### src/sv/dbd_pkg.sv
// Shared types, widths and constants for the detection box decoder.
`default_nettype none

package dbd_pkg;

    // Class scores per box; the class index saturates at MAX_CLASSES-1.
    localparam int MAX_CLASSES = 256;
    localparam int CLASS_W     = (MAX_CLASSES > 1) ? $clog2(MAX_CLASSES) : 1;

    localparam int SCORE_W  = 16;
    localparam int COORD_W  = 14;   // center / size, 1/16 network pixel
    localparam int PAD_W    = 10;
    localparam int SCALE_W  = 24;   // Q8.16
    localparam int IMG_W    = 13;
    localparam int EDGE_LO_W = 13;  // left / top
    localparam int EDGE_HI_W = 14;  // right / bottom, signed
    localparam int CFG_IDX_W = 3;
    localparam int CFG_DATA_W = 24;

    // Corner arithmetic in 1/32 network pixel units.
    localparam int PAD_SHIFT   = 5;
    localparam int NUM_W       = 18;                  // signed numerator
    localparam int MAG_W       = NUM_W - 1;
    localparam int PROD_W      = MAG_W + SCALE_W;
    localparam int SCALE_SHIFT = 21;
    localparam int QMAG_W      = PROD_W - SCALE_SHIFT;
    localparam int Q_W         = QMAG_W + 2;          // signed corner in pixels

    localparam logic [SCORE_W-1:0] THRESH_RST = 16'd16384;
    localparam logic [SCALE_W-1:0] SCALE_RST  = 24'd65536;
    localparam logic [IMG_W-1:0]   IMG_RST    = 13'd640;

    typedef enum logic [CFG_IDX_W-1:0] {
        REG_SCORE_THRESHOLD = 3'd0,
        REG_X_PADDING       = 3'd1,
        REG_Y_PADDING       = 3'd2,
        REG_INVERSE_SCALE   = 3'd3,
        REG_IMAGE_WIDTH     = 3'd4,
        REG_IMAGE_HEIGHT    = 3'd5
    } cfg_reg_t;

    // Load strobes for the corner datapath stages.
    typedef struct packed {
        logic num_load;
        logic prod_load;
    } stage_ctl_t;

endpackage

`default_nettype wire

### src/sv/detection_box_decoder.sv
// Detection box decoder top level: running arg-max over class scores, box un-letterboxing.
// Throughput: one input transaction per cycle; s_ready drops only when all four detection
// registers hold a detection and m_ready is low.
// A detection reaches m_valid through the corner pipeline stages: operand register,
// offset/abs, 17x24 multiply, clamp/output register.
// Reset (synchronous, aresetn low): empties the pipeline, closes any open box, restores config.
`default_nettype none

module detection_box_decoder (
    input  wire logic                                aclk,
    input  wire logic                                aresetn,

    // configuration write port
    input  wire logic                                cfg_wr_en,
    input  wire logic [dbd_pkg::CFG_IDX_W-1:0]       cfg_index,
    input  wire logic [dbd_pkg::CFG_DATA_W-1:0]      cfg_wdata,

    // class score stream
    input  wire logic                                s_valid,
    output logic                                     s_ready,
    input  wire logic [dbd_pkg::COORD_W-1:0]         s_center_x,
    input  wire logic [dbd_pkg::COORD_W-1:0]         s_center_y,
    input  wire logic [dbd_pkg::COORD_W-1:0]         s_box_width,
    input  wire logic [dbd_pkg::COORD_W-1:0]         s_box_height,
    input  wire logic [dbd_pkg::SCORE_W-1:0]         s_class_score,
    input  wire logic                                s_last_score,

    // detection stream
    output logic                                     m_valid,
    input  wire logic                                m_ready,
    output logic [dbd_pkg::CLASS_W-1:0]              m_label,
    output logic [dbd_pkg::SCORE_W-1:0]              m_confidence,
    output logic [dbd_pkg::EDGE_LO_W-1:0]            m_left,
    output logic [dbd_pkg::EDGE_LO_W-1:0]            m_top,
    output logic signed [dbd_pkg::EDGE_HI_W-1:0]     m_right,
    output logic signed [dbd_pkg::EDGE_HI_W-1:0]     m_bottom
);

    // ------------------------------------------------------------------
    // Configuration registers
    // ------------------------------------------------------------------
    logic [dbd_pkg::SCORE_W-1:0] thresh_reg;
    logic [dbd_pkg::PAD_W-1:0]   x_pad_reg;
    logic [dbd_pkg::PAD_W-1:0]   y_pad_reg;
    logic [dbd_pkg::SCALE_W-1:0] inv_scale_reg;
    logic [dbd_pkg::IMG_W-1:0]   img_w_reg;
    logic [dbd_pkg::IMG_W-1:0]   img_h_reg;

    always_ff @(posedge aclk) begin
        if (!aresetn) begin
            thresh_reg    <= dbd_pkg::THRESH_RST;
            x_pad_reg     <= '0;
            y_pad_reg     <= '0;
            inv_scale_reg <= dbd_pkg::SCALE_RST;
            img_w_reg     <= dbd_pkg::IMG_RST;
            img_h_reg     <= dbd_pkg::IMG_RST;
        end else if (cfg_wr_en) begin
            // out-of-range index falls through: write dropped
            unique case (cfg_index)
                dbd_pkg::REG_SCORE_THRESHOLD: thresh_reg    <= cfg_wdata[dbd_pkg::SCORE_W-1:0];
                dbd_pkg::REG_X_PADDING:       x_pad_reg     <= cfg_wdata[dbd_pkg::PAD_W-1:0];
                dbd_pkg::REG_Y_PADDING:       y_pad_reg     <= cfg_wdata[dbd_pkg::PAD_W-1:0];
                dbd_pkg::REG_INVERSE_SCALE:   inv_scale_reg <= cfg_wdata[dbd_pkg::SCALE_W-1:0];
                dbd_pkg::REG_IMAGE_WIDTH:     img_w_reg     <= cfg_wdata[dbd_pkg::IMG_W-1:0];
                dbd_pkg::REG_IMAGE_HEIGHT:    img_h_reg     <= cfg_wdata[dbd_pkg::IMG_W-1:0];
                default: ;
            endcase
        end
    end

    // ------------------------------------------------------------------
    // Pipeline flow control: each stage moves when the one after it has
    // room or is itself moving on, so bubbles collapse and the input side
    // keeps going while a detection waits at the output.
    // ------------------------------------------------------------------
    logic p1_valid_reg, p2_valid_reg, p3_valid_reg, m_valid_reg;
    logic out_free, p3_free, p2_free, p1_free;
    logic p1_adv, p2_adv, p3_adv;
    logic in_xact;
    dbd_pkg::stage_ctl_t corner_ctl;

    always_comb begin
        out_free = !m_valid_reg || m_ready;
        p3_adv   = p3_valid_reg && out_free;
        p3_free  = !p3_valid_reg || out_free;
        p2_adv   = p2_valid_reg && p3_free;
        p2_free  = !p2_valid_reg || p3_free;
        p1_adv   = p1_valid_reg && p2_free;
        p1_free  = !p1_valid_reg || p2_free;
        s_ready  = p1_free;
        in_xact  = s_valid && s_ready;
        corner_ctl.num_load  = p1_adv;
        corner_ctl.prod_load = p2_adv;
    end

    // ------------------------------------------------------------------
    // Running arg-max over one box's scores
    // ------------------------------------------------------------------
    logic                        box_open_reg;
    logic [dbd_pkg::SCORE_W-1:0] best_score_reg;
    logic [dbd_pkg::CLASS_W-1:0] best_class_reg;
    logic [dbd_pkg::CLASS_W-1:0] class_cnt_reg;
    logic [dbd_pkg::COORD_W-1:0] held_cx_reg, held_cy_reg, held_w_reg, held_h_reg;

    logic [dbd_pkg::SCORE_W-1:0] cur_best, best_next;
    logic [dbd_pkg::CLASS_W-1:0] cur_class, cur_cnt, class_next, cnt_inc;
    logic [dbd_pkg::COORD_W-1:0] box_cx, box_cy, box_w, box_h;
    logic                        emit;

    always_comb begin
        // first score of a box starts from zero / class 0 and takes the new box
        cur_best  = box_open_reg ? best_score_reg : '0;
        cur_class = box_open_reg ? best_class_reg : '0;
        cur_cnt   = box_open_reg ? class_cnt_reg  : '0;
        box_cx    = box_open_reg ? held_cx_reg : s_center_x;
        box_cy    = box_open_reg ? held_cy_reg : s_center_y;
        box_w     = box_open_reg ? held_w_reg  : s_box_width;
        box_h     = box_open_reg ? held_h_reg  : s_box_height;

        // strictly greater wins, so the lowest class keeps a tie
        if (s_class_score > cur_best) begin
            best_next  = s_class_score;
            class_next = cur_cnt;
        end else begin
            best_next  = cur_best;
            class_next = cur_class;
        end

        // saturate the class index at the last class
        cnt_inc = (cur_cnt == dbd_pkg::CLASS_W'(dbd_pkg::MAX_CLASSES - 1)) ?
                  cur_cnt : cur_cnt + 1'b1;

        emit = s_last_score && (best_next >= thresh_reg);
    end

    always_ff @(posedge aclk) begin
        if (!aresetn) begin
            box_open_reg <= 1'b0;
        end else if (in_xact) begin
            box_open_reg <= !s_last_score;
        end
    end

    always_ff @(posedge aclk) begin
        if (in_xact) begin
            best_score_reg <= best_next;
            best_class_reg <= class_next;
            class_cnt_reg  <= s_last_score ? '0 : cnt_inc;
            held_cx_reg    <= box_cx;
            held_cy_reg    <= box_cy;
            held_w_reg     <= box_w;
            held_h_reg     <= box_h;
        end
    end

    // ------------------------------------------------------------------
    // Stage 1: detection record (passed threshold)
    // ------------------------------------------------------------------
    logic [dbd_pkg::CLASS_W-1:0] p1_class_reg, p2_class_reg, p3_class_reg;
    logic [dbd_pkg::SCORE_W-1:0] p1_score_reg, p2_score_reg, p3_score_reg;
    logic [dbd_pkg::COORD_W-1:0] p1_cx_reg, p1_cy_reg, p1_w_reg, p1_h_reg;

    always_ff @(posedge aclk) begin
        if (!aresetn) begin
            p1_valid_reg <= 1'b0;
            p2_valid_reg <= 1'b0;
            p3_valid_reg <= 1'b0;
            m_valid_reg  <= 1'b0;
        end else begin
            if (p1_free) begin
                p1_valid_reg <= in_xact && emit;
            end
            if (p2_free) begin
                p2_valid_reg <= p1_adv;
            end
            if (p3_free) begin
                p3_valid_reg <= p2_adv;
            end
            if (out_free) begin
                m_valid_reg <= p3_adv;
            end
        end
    end

    always_ff @(posedge aclk) begin
        if (in_xact && emit) begin
            p1_class_reg <= class_next;
            p1_score_reg <= best_next;
            p1_cx_reg    <= box_cx;
            p1_cy_reg    <= box_cy;
            p1_w_reg     <= box_w;
            p1_h_reg     <= box_h;
        end
        if (p1_adv) begin
            p2_class_reg <= p1_class_reg;
            p2_score_reg <= p1_score_reg;
        end
        if (p2_adv) begin
            p3_class_reg <= p2_class_reg;
            p3_score_reg <= p2_score_reg;
        end
    end

    // ------------------------------------------------------------------
    // Stages 2 and 3: the four corners
    // ------------------------------------------------------------------
    logic signed [dbd_pkg::Q_W-1:0] x1, y1, x2, y2;

    dbd_corner u_left (
        .aclk(aclk), .ctl(corner_ctl), .center(p1_cx_reg), .size(p1_w_reg),
        .pad(x_pad_reg), .far_edge(1'b0), .inv_scale(inv_scale_reg), .corner(x1)
    );
    dbd_corner u_top (
        .aclk(aclk), .ctl(corner_ctl), .center(p1_cy_reg), .size(p1_h_reg),
        .pad(y_pad_reg), .far_edge(1'b0), .inv_scale(inv_scale_reg), .corner(y1)
    );
    dbd_corner u_right (
        .aclk(aclk), .ctl(corner_ctl), .center(p1_cx_reg), .size(p1_w_reg),
        .pad(x_pad_reg), .far_edge(1'b1), .inv_scale(inv_scale_reg), .corner(x2)
    );
    dbd_corner u_bottom (
        .aclk(aclk), .ctl(corner_ctl), .center(p1_cy_reg), .size(p1_h_reg),
        .pad(y_pad_reg), .far_edge(1'b1), .inv_scale(inv_scale_reg), .corner(y2)
    );

    // ------------------------------------------------------------------
    // Output stage: clamp and register
    // ------------------------------------------------------------------
    localparam logic signed [dbd_pkg::Q_W-1:0] LO_MAX =
        dbd_pkg::Q_W'((1 << dbd_pkg::EDGE_LO_W) - 1);
    localparam logic signed [dbd_pkg::Q_W-1:0] HI_MIN =
        -dbd_pkg::Q_W'(1 << (dbd_pkg::EDGE_HI_W - 1));

    logic [dbd_pkg::EDGE_LO_W-1:0]        left_c, top_c;
    logic signed [dbd_pkg::EDGE_HI_W-1:0] right_c, bottom_c;
    logic signed [dbd_pkg::Q_W-1:0]       w_lim, h_lim;

    always_comb begin
        w_lim = $signed({{(dbd_pkg::Q_W-dbd_pkg::IMG_W){1'b0}}, img_w_reg});
        h_lim = $signed({{(dbd_pkg::Q_W-dbd_pkg::IMG_W){1'b0}}, img_h_reg});

        // left / top: clamp at 0, saturate high
        if (x1 < 0)           left_c = '0;
        else if (x1 > LO_MAX) left_c = LO_MAX[dbd_pkg::EDGE_LO_W-1:0];
        else                  left_c = x1[dbd_pkg::EDGE_LO_W-1:0];

        if (y1 < 0)           top_c = '0;
        else if (y1 > LO_MAX) top_c = LO_MAX[dbd_pkg::EDGE_LO_W-1:0];
        else                  top_c = y1[dbd_pkg::EDGE_LO_W-1:0];

        // right / bottom: saturate low, limit to image size
        if (x2 < HI_MIN)     right_c = HI_MIN[dbd_pkg::EDGE_HI_W-1:0];
        else if (x2 > w_lim) right_c = w_lim[dbd_pkg::EDGE_HI_W-1:0];
        else                 right_c = x2[dbd_pkg::EDGE_HI_W-1:0];

        if (y2 < HI_MIN)     bottom_c = HI_MIN[dbd_pkg::EDGE_HI_W-1:0];
        else if (y2 > h_lim) bottom_c = h_lim[dbd_pkg::EDGE_HI_W-1:0];
        else                 bottom_c = y2[dbd_pkg::EDGE_HI_W-1:0];
    end

    logic [dbd_pkg::CLASS_W-1:0]          label_reg;
    logic [dbd_pkg::SCORE_W-1:0]          confidence_reg;
    logic [dbd_pkg::EDGE_LO_W-1:0]        left_reg, top_reg;
    logic signed [dbd_pkg::EDGE_HI_W-1:0] right_reg, bottom_reg;

    always_ff @(posedge aclk) begin
        if (p3_adv) begin
            label_reg      <= p3_class_reg;
            confidence_reg <= p3_score_reg;
            left_reg       <= left_c;
            top_reg        <= top_c;
            right_reg      <= right_c;
            bottom_reg     <= bottom_c;
        end
    end

    assign m_valid      = m_valid_reg;
    assign m_label      = label_reg;
    assign m_confidence = confidence_reg;
    assign m_left       = left_reg;
    assign m_top        = top_reg;
    assign m_right      = right_reg;
    assign m_bottom     = bottom_reg;

endmodule

`default_nettype wire

### src/sv/dbd_corner.sv
// One box corner: letterbox offset, reciprocal scale multiply, truncate toward zero.
`default_nettype none

module dbd_corner (
    input  wire logic                            aclk,
    input  wire dbd_pkg::stage_ctl_t             ctl,
    input  wire logic [dbd_pkg::COORD_W-1:0]     center,
    input  wire logic [dbd_pkg::COORD_W-1:0]     size,
    input  wire logic [dbd_pkg::PAD_W-1:0]       pad,
    input  wire logic                            far_edge,
    input  wire logic [dbd_pkg::SCALE_W-1:0]     inv_scale,
    output logic signed [dbd_pkg::Q_W-1:0]       corner
);

    logic signed [dbd_pkg::NUM_W-1:0] twice_c;
    logic signed [dbd_pkg::NUM_W-1:0] size_s;
    logic signed [dbd_pkg::NUM_W-1:0] pad_s;
    logic signed [dbd_pkg::NUM_W-1:0] num;
    logic        [dbd_pkg::NUM_W-1:0] num_abs;

    logic [dbd_pkg::MAG_W-1:0]  mag_reg;
    logic                       neg_reg;
    logic [dbd_pkg::PROD_W-1:0] prod_reg;
    logic                       neg_p_reg;
    logic [dbd_pkg::QMAG_W-1:0] q_mag;

    // 2*center +/- size - pad*32, all in 1/32 network pixel
    always_comb begin
        twice_c = $signed({{(dbd_pkg::NUM_W-dbd_pkg::COORD_W-1){1'b0}}, center, 1'b0});
        size_s  = $signed({{(dbd_pkg::NUM_W-dbd_pkg::COORD_W){1'b0}}, size});
        pad_s   = $signed({{(dbd_pkg::NUM_W-dbd_pkg::PAD_W-dbd_pkg::PAD_SHIFT){1'b0}},
                           pad, {dbd_pkg::PAD_SHIFT{1'b0}}});
        num     = far_edge ? (twice_c + size_s - pad_s) : (twice_c - size_s - pad_s);
        num_abs = num[dbd_pkg::NUM_W-1] ? dbd_pkg::NUM_W'(-num) : dbd_pkg::NUM_W'(num);
    end

    always_ff @(posedge aclk) begin
        if (ctl.num_load) begin
            mag_reg <= num_abs[dbd_pkg::MAG_W-1:0];
            neg_reg <= num[dbd_pkg::NUM_W-1];
        end
        if (ctl.prod_load) begin
            prod_reg  <= dbd_pkg::PROD_W'(mag_reg) * dbd_pkg::PROD_W'(inv_scale);
            neg_p_reg <= neg_reg;
        end
    end

    // truncate magnitude, then restore sign
    always_comb begin
        q_mag  = prod_reg[dbd_pkg::PROD_W-1:dbd_pkg::SCALE_SHIFT];
        corner = neg_p_reg ? -$signed({2'b00, q_mag}) : $signed({2'b00, q_mag});
    end

endmodule

`default_nettype wire

### config.mk
export PLATFORM = sky130hd
export DESIGN_NAME = detection_box_decoder
export DESIGN_NICKNAME = d
export VERILOG_FILES = /design/src/sv/dbd_pkg.sv /design/src/sv/detection_box_decoder.sv /design/src/sv/dbd_corner.sv
export SDC_FILE = /design/constraint.sdc
export NUM_CORES = 2
export LEC_CHECK = 0
export BUFFER_PORTS_ARGS = -buffer_cell sky130_fd_sc_hd__buf_2
export CORE_AREA = 2 2 508 258
export CTS_CLUSTER_DIAMETER = 80
export DETAILED_ROUTE_END_ITERATION = 12
export DIE_AREA = 0 0 510 260
export GPL_TIMING_DRIVEN = 0
export HOLD_SLACK_MARGIN = 0.08
export PLACE_DENSITY_LB_ADDON = 0.3
export SETUP_SLACK_MARGIN = 0.5
export SYNTH_ARGS = -nofsm -noshare
export SYNTH_HDL_FRONTEND = slang
export SYNTH_SLANG_ARGS = --single-unit
### constraint.sdc
create_clock -name aclk -period 9.8 [get_ports aclk]
set_clock_uncertainty 0.2 [all_clocks]
set_input_delay 0.49 -clock aclk [delete_from_list [all_inputs] [get_ports aclk]]
set_output_delay 0.49 -clock aclk [all_outputs]
set_load 0.1 [all_outputs]
==> summary.md <==
| Metric | Value |
|---|---|
| Critical Path RT | 10.05 ns |
| Height of the die | 260 um |
| Top cell type's share of synthesized area | 35.0% |
| Fmax | 107 MHz |
| Sequential Power Share | 34.1% |
| Syn nets | 10.1k |
| Core area | 128,000 um^2 |
| Final Util | 64.6% |
| Initial antenna violation count | 38 |
| Number of flip-flops in the largest register | 24 |
| Max VDD drop | 0.140 mV |
| Total power | 8.16 mW |
| First-pass detailed-route iteration total | 8 |
| Via count | 60.0k |
| Die ar. | 133,000 um^2 |
| TritonCTS Buffers | 55 |
| Wirelength, routed | 287,000 um |
| Worst Path Max Fanout | 10 |
| Clock Latency Late Sink | 0.74 ns |
| Post-synth EDFFs | 448 |
| Switching Power | 3.24 mW |
| Setup ws final | 0.495 ns |
| IO Port Bufs | 180 |
| Fraction of layout cells with a size suffix above 1 | 5.31% |
| Grt ovf | 0 |
| Failing checks | capacitance limit, slew limit |
| Fraction of registers with async set/reset | 0% |
| Clock Power Share | 28.4% |
| Most frequent cells after synthesis | inv_1, fa_1, nand2_1 |
| Final Hold Viols | 0 |
| Startpoint types | flop |
| Post-synth top flop | edfxtp_1 |
| Max-slew violations | 101 |
| Yosys cell types | 76 |
| Pin count of the biggest net entering global routing | 70 |
| CTS tree | done |
| Final std cells w/o fill | 10.1k |
| First-pass GRT wire length | 414,000 um |
| Worst Hold Class | in -> reg |
| Initial Util | 59.7% |
| Worst-margin pin slew | 1.65 ns |
| Worst slack, placed | -0.274 ns |
| Vias in the first global route | 59.5k |
| GP Congestion | 1.11 |
| Reg clk slew, reported paths | 0.07 ns |
| Mean Syn Cell Area | 9.52 um^2 |
| Synthesized area | 76,300 um^2 |
| CTS root buf | clkbuf_16 |
| RSZ-0062 raised after global routing | true |
| WL per Instance | 28.3 um |
| Final #Nets | 10.4k |
| Mapped Cells | 8,017 |
| Pint | 4.92 mW |
| Switch share | 39.7% |
| Setup_tns | 0 ns |
| Count of final setup violators | 0 |
| Antenna viol nets, final | 0 |
| Top post-synthesis cells by area | fa_1, edfxtp_1, ha_1 |
| Die width | 510 um |
| Crit path kind | reg -> reg |
| Post-placement cell count | 9,923 |
| Leakage power | 39.5 nW |
| Yosys warning total | 0 |
| FP Rows | 93 |
| Relative slew slack | -10.0% |
| Critical Path AT | 9.55 ns |
| Area Growth Syn to Fin | 8.30% |
| DR DRC count | 0 |
| Top-count cell post-synth | inv_1 |
| Post-route clock period utilization | 94.9% |
| MaxCap Viol Count | 9 |
| CTS max path bufs | 3 |
| Outcome | complete, but fails checks |
| Gr usage total | 44.2% |
| Seq/Total Area, Yosys | 20.0% |
| Final HPWL DP | 237,000 um |
| Comb pwr share | 37.5% |
| Initial DRC count | 7,925 |
| CTS H-tree lvls | 2 |
| DR vias/cell | 5.92 |
| IO Pins | 185 |
| Synth area leader | fa_1 |
| Crit end category | flop |
| Fin crit period | 9.30 ns |
| FF+latch count, synth | 539 |
| Clk sinks | 539 |
| Power density cells | 98.7 nW/um^2 |
## metrics by stage
step | area, um^2 | hold WS [ns]
6_report | 82600 | 0.104
5_1_grt | 82600 | 0.126
4_1_cts | 82500 | 0.106
3_5_place_dp | 79700 | 0.205
3_3_place_gp | 79300 | 0.200
2_1_floorplan | 76300 | 0.200
## what timing repair did
item	CTS	global route
setup endpoints to repair	43	91
hold buffers	83	0
resized for setup	34	66
buffers inserted	0	0
hold endpoints to repair	195	0
## layout make-up
type / instances / area (um^2)
buffer: 366 / 1480
timing repair buffer: 279 / 2100
clock inverter: 39 / 464
fill: 10500 / 45300
sequential: 539 / 15300
clock buffer: 65 / 1430
antenna: 22 / 55.1
tap: 1710 / 2140
inverter: 1835 / 6890
multi-input combinational: 5277 / 52800
## layout by cell type, fill, tap and decap left out, drive strengths merged, types with 83 or more instances in the layout
master       netlist  routed
inv             1834    1842
a21o              87      87
edfxtp           448     448
ha               601     601
clkbuf           358     419
a21oi            166     166
xnor2            144     144
dlygate4sd3        0      83
dfxtp             91      91
xor2             104     104
nand2           1272    1272
a21boi            86      86
buf                8     206
fa              1334    1334
nor2             153     153
o21ai            127     127
and2             621     621
## logic make-up after synthesis
| group | share of synthesized area, % |
|---|---|
| AO/OA/AOI/OAI | 5.78 |
| XOR/XNOR | 2.85 |
| adder cells (fa/ha/maj) | 44.9 |
| buffers and inverters | 10.9 |
| flip-flops | 20.0 |
| multiplexers | 0.974 |
| AND/OR/NAND/NOR | 14.7 |
## worst max-delay path: stages, from the launching register on
cell             delay (ns)
dfxtp_1                0.60
clkdlybuf4s15_1        1.08
clkbuf_1               0.68
nand2_1                0.17
fa_1                   0.58
inv_1                  0.07
fa_1                   0.53
inv_1                  0.05
fa_1                   0.49
inv_1                  0.05
fa_1                   0.49
fa_1                   0.49
inv_1                  0.05
fa_1                   0.48
inv_1                  0.06
ha_1                   0.33
a21oi_1                0.37
nand3_1                0.15
nand4bb_1              0.67
nand3_1                0.35
nand2_1                0.15
a221o_1                0.38
a21o_1                 0.21
a21oi_1                0.21
xnor2_1                0.08
## power groups by stage
stage	combinational, mW	clock (mW)	sequential (mW)
after floorplan	1.83	0	2.78
after detailed placement	2.87	0	2.82
after CTS	2.94	2.31	2.77
final	3.06	2.31	2.78
after global routing	3.29	2.39	2.78
after global placement	2.79	0	2.83
## final timing paths
check / startpoint / end / slack [ns] / depth (start not counted)
setup / recovery: inv_scale_reg[21]$_SDFFE_PN0P_ / u_right.prod_reg[40]$_DFFE_PP_ / 0.50 / 24
hold / removal: s_valid / best_score_reg[14]$_DFFE_PP_ / 0.10 / 2
setup reg to reg: inv_scale_reg[21]$_SDFFE_PN0P_ / u_right.prod_reg[40]$_DFFE_PP_ / 0.50 / 24
hold reg to reg: p3_score_reg[4]$_DFFE_PP_ / m_confidence[4]$_DFFE_PP_ / 0.20 / 0
## per-layer routing
layer | vias to the layer above | wire (um) | global-route usage, %
met1 | 30000 | 121000 | 66.1
met3 | 524 | 58500 | 27.4
met4 | 22 | 9810 | 12.2
met5 | - | 368 | 1.57
li1 | 25000 | - | -
met2 | 4456 | 97000 | 51.1
Power figures use the tool's default switching activity.
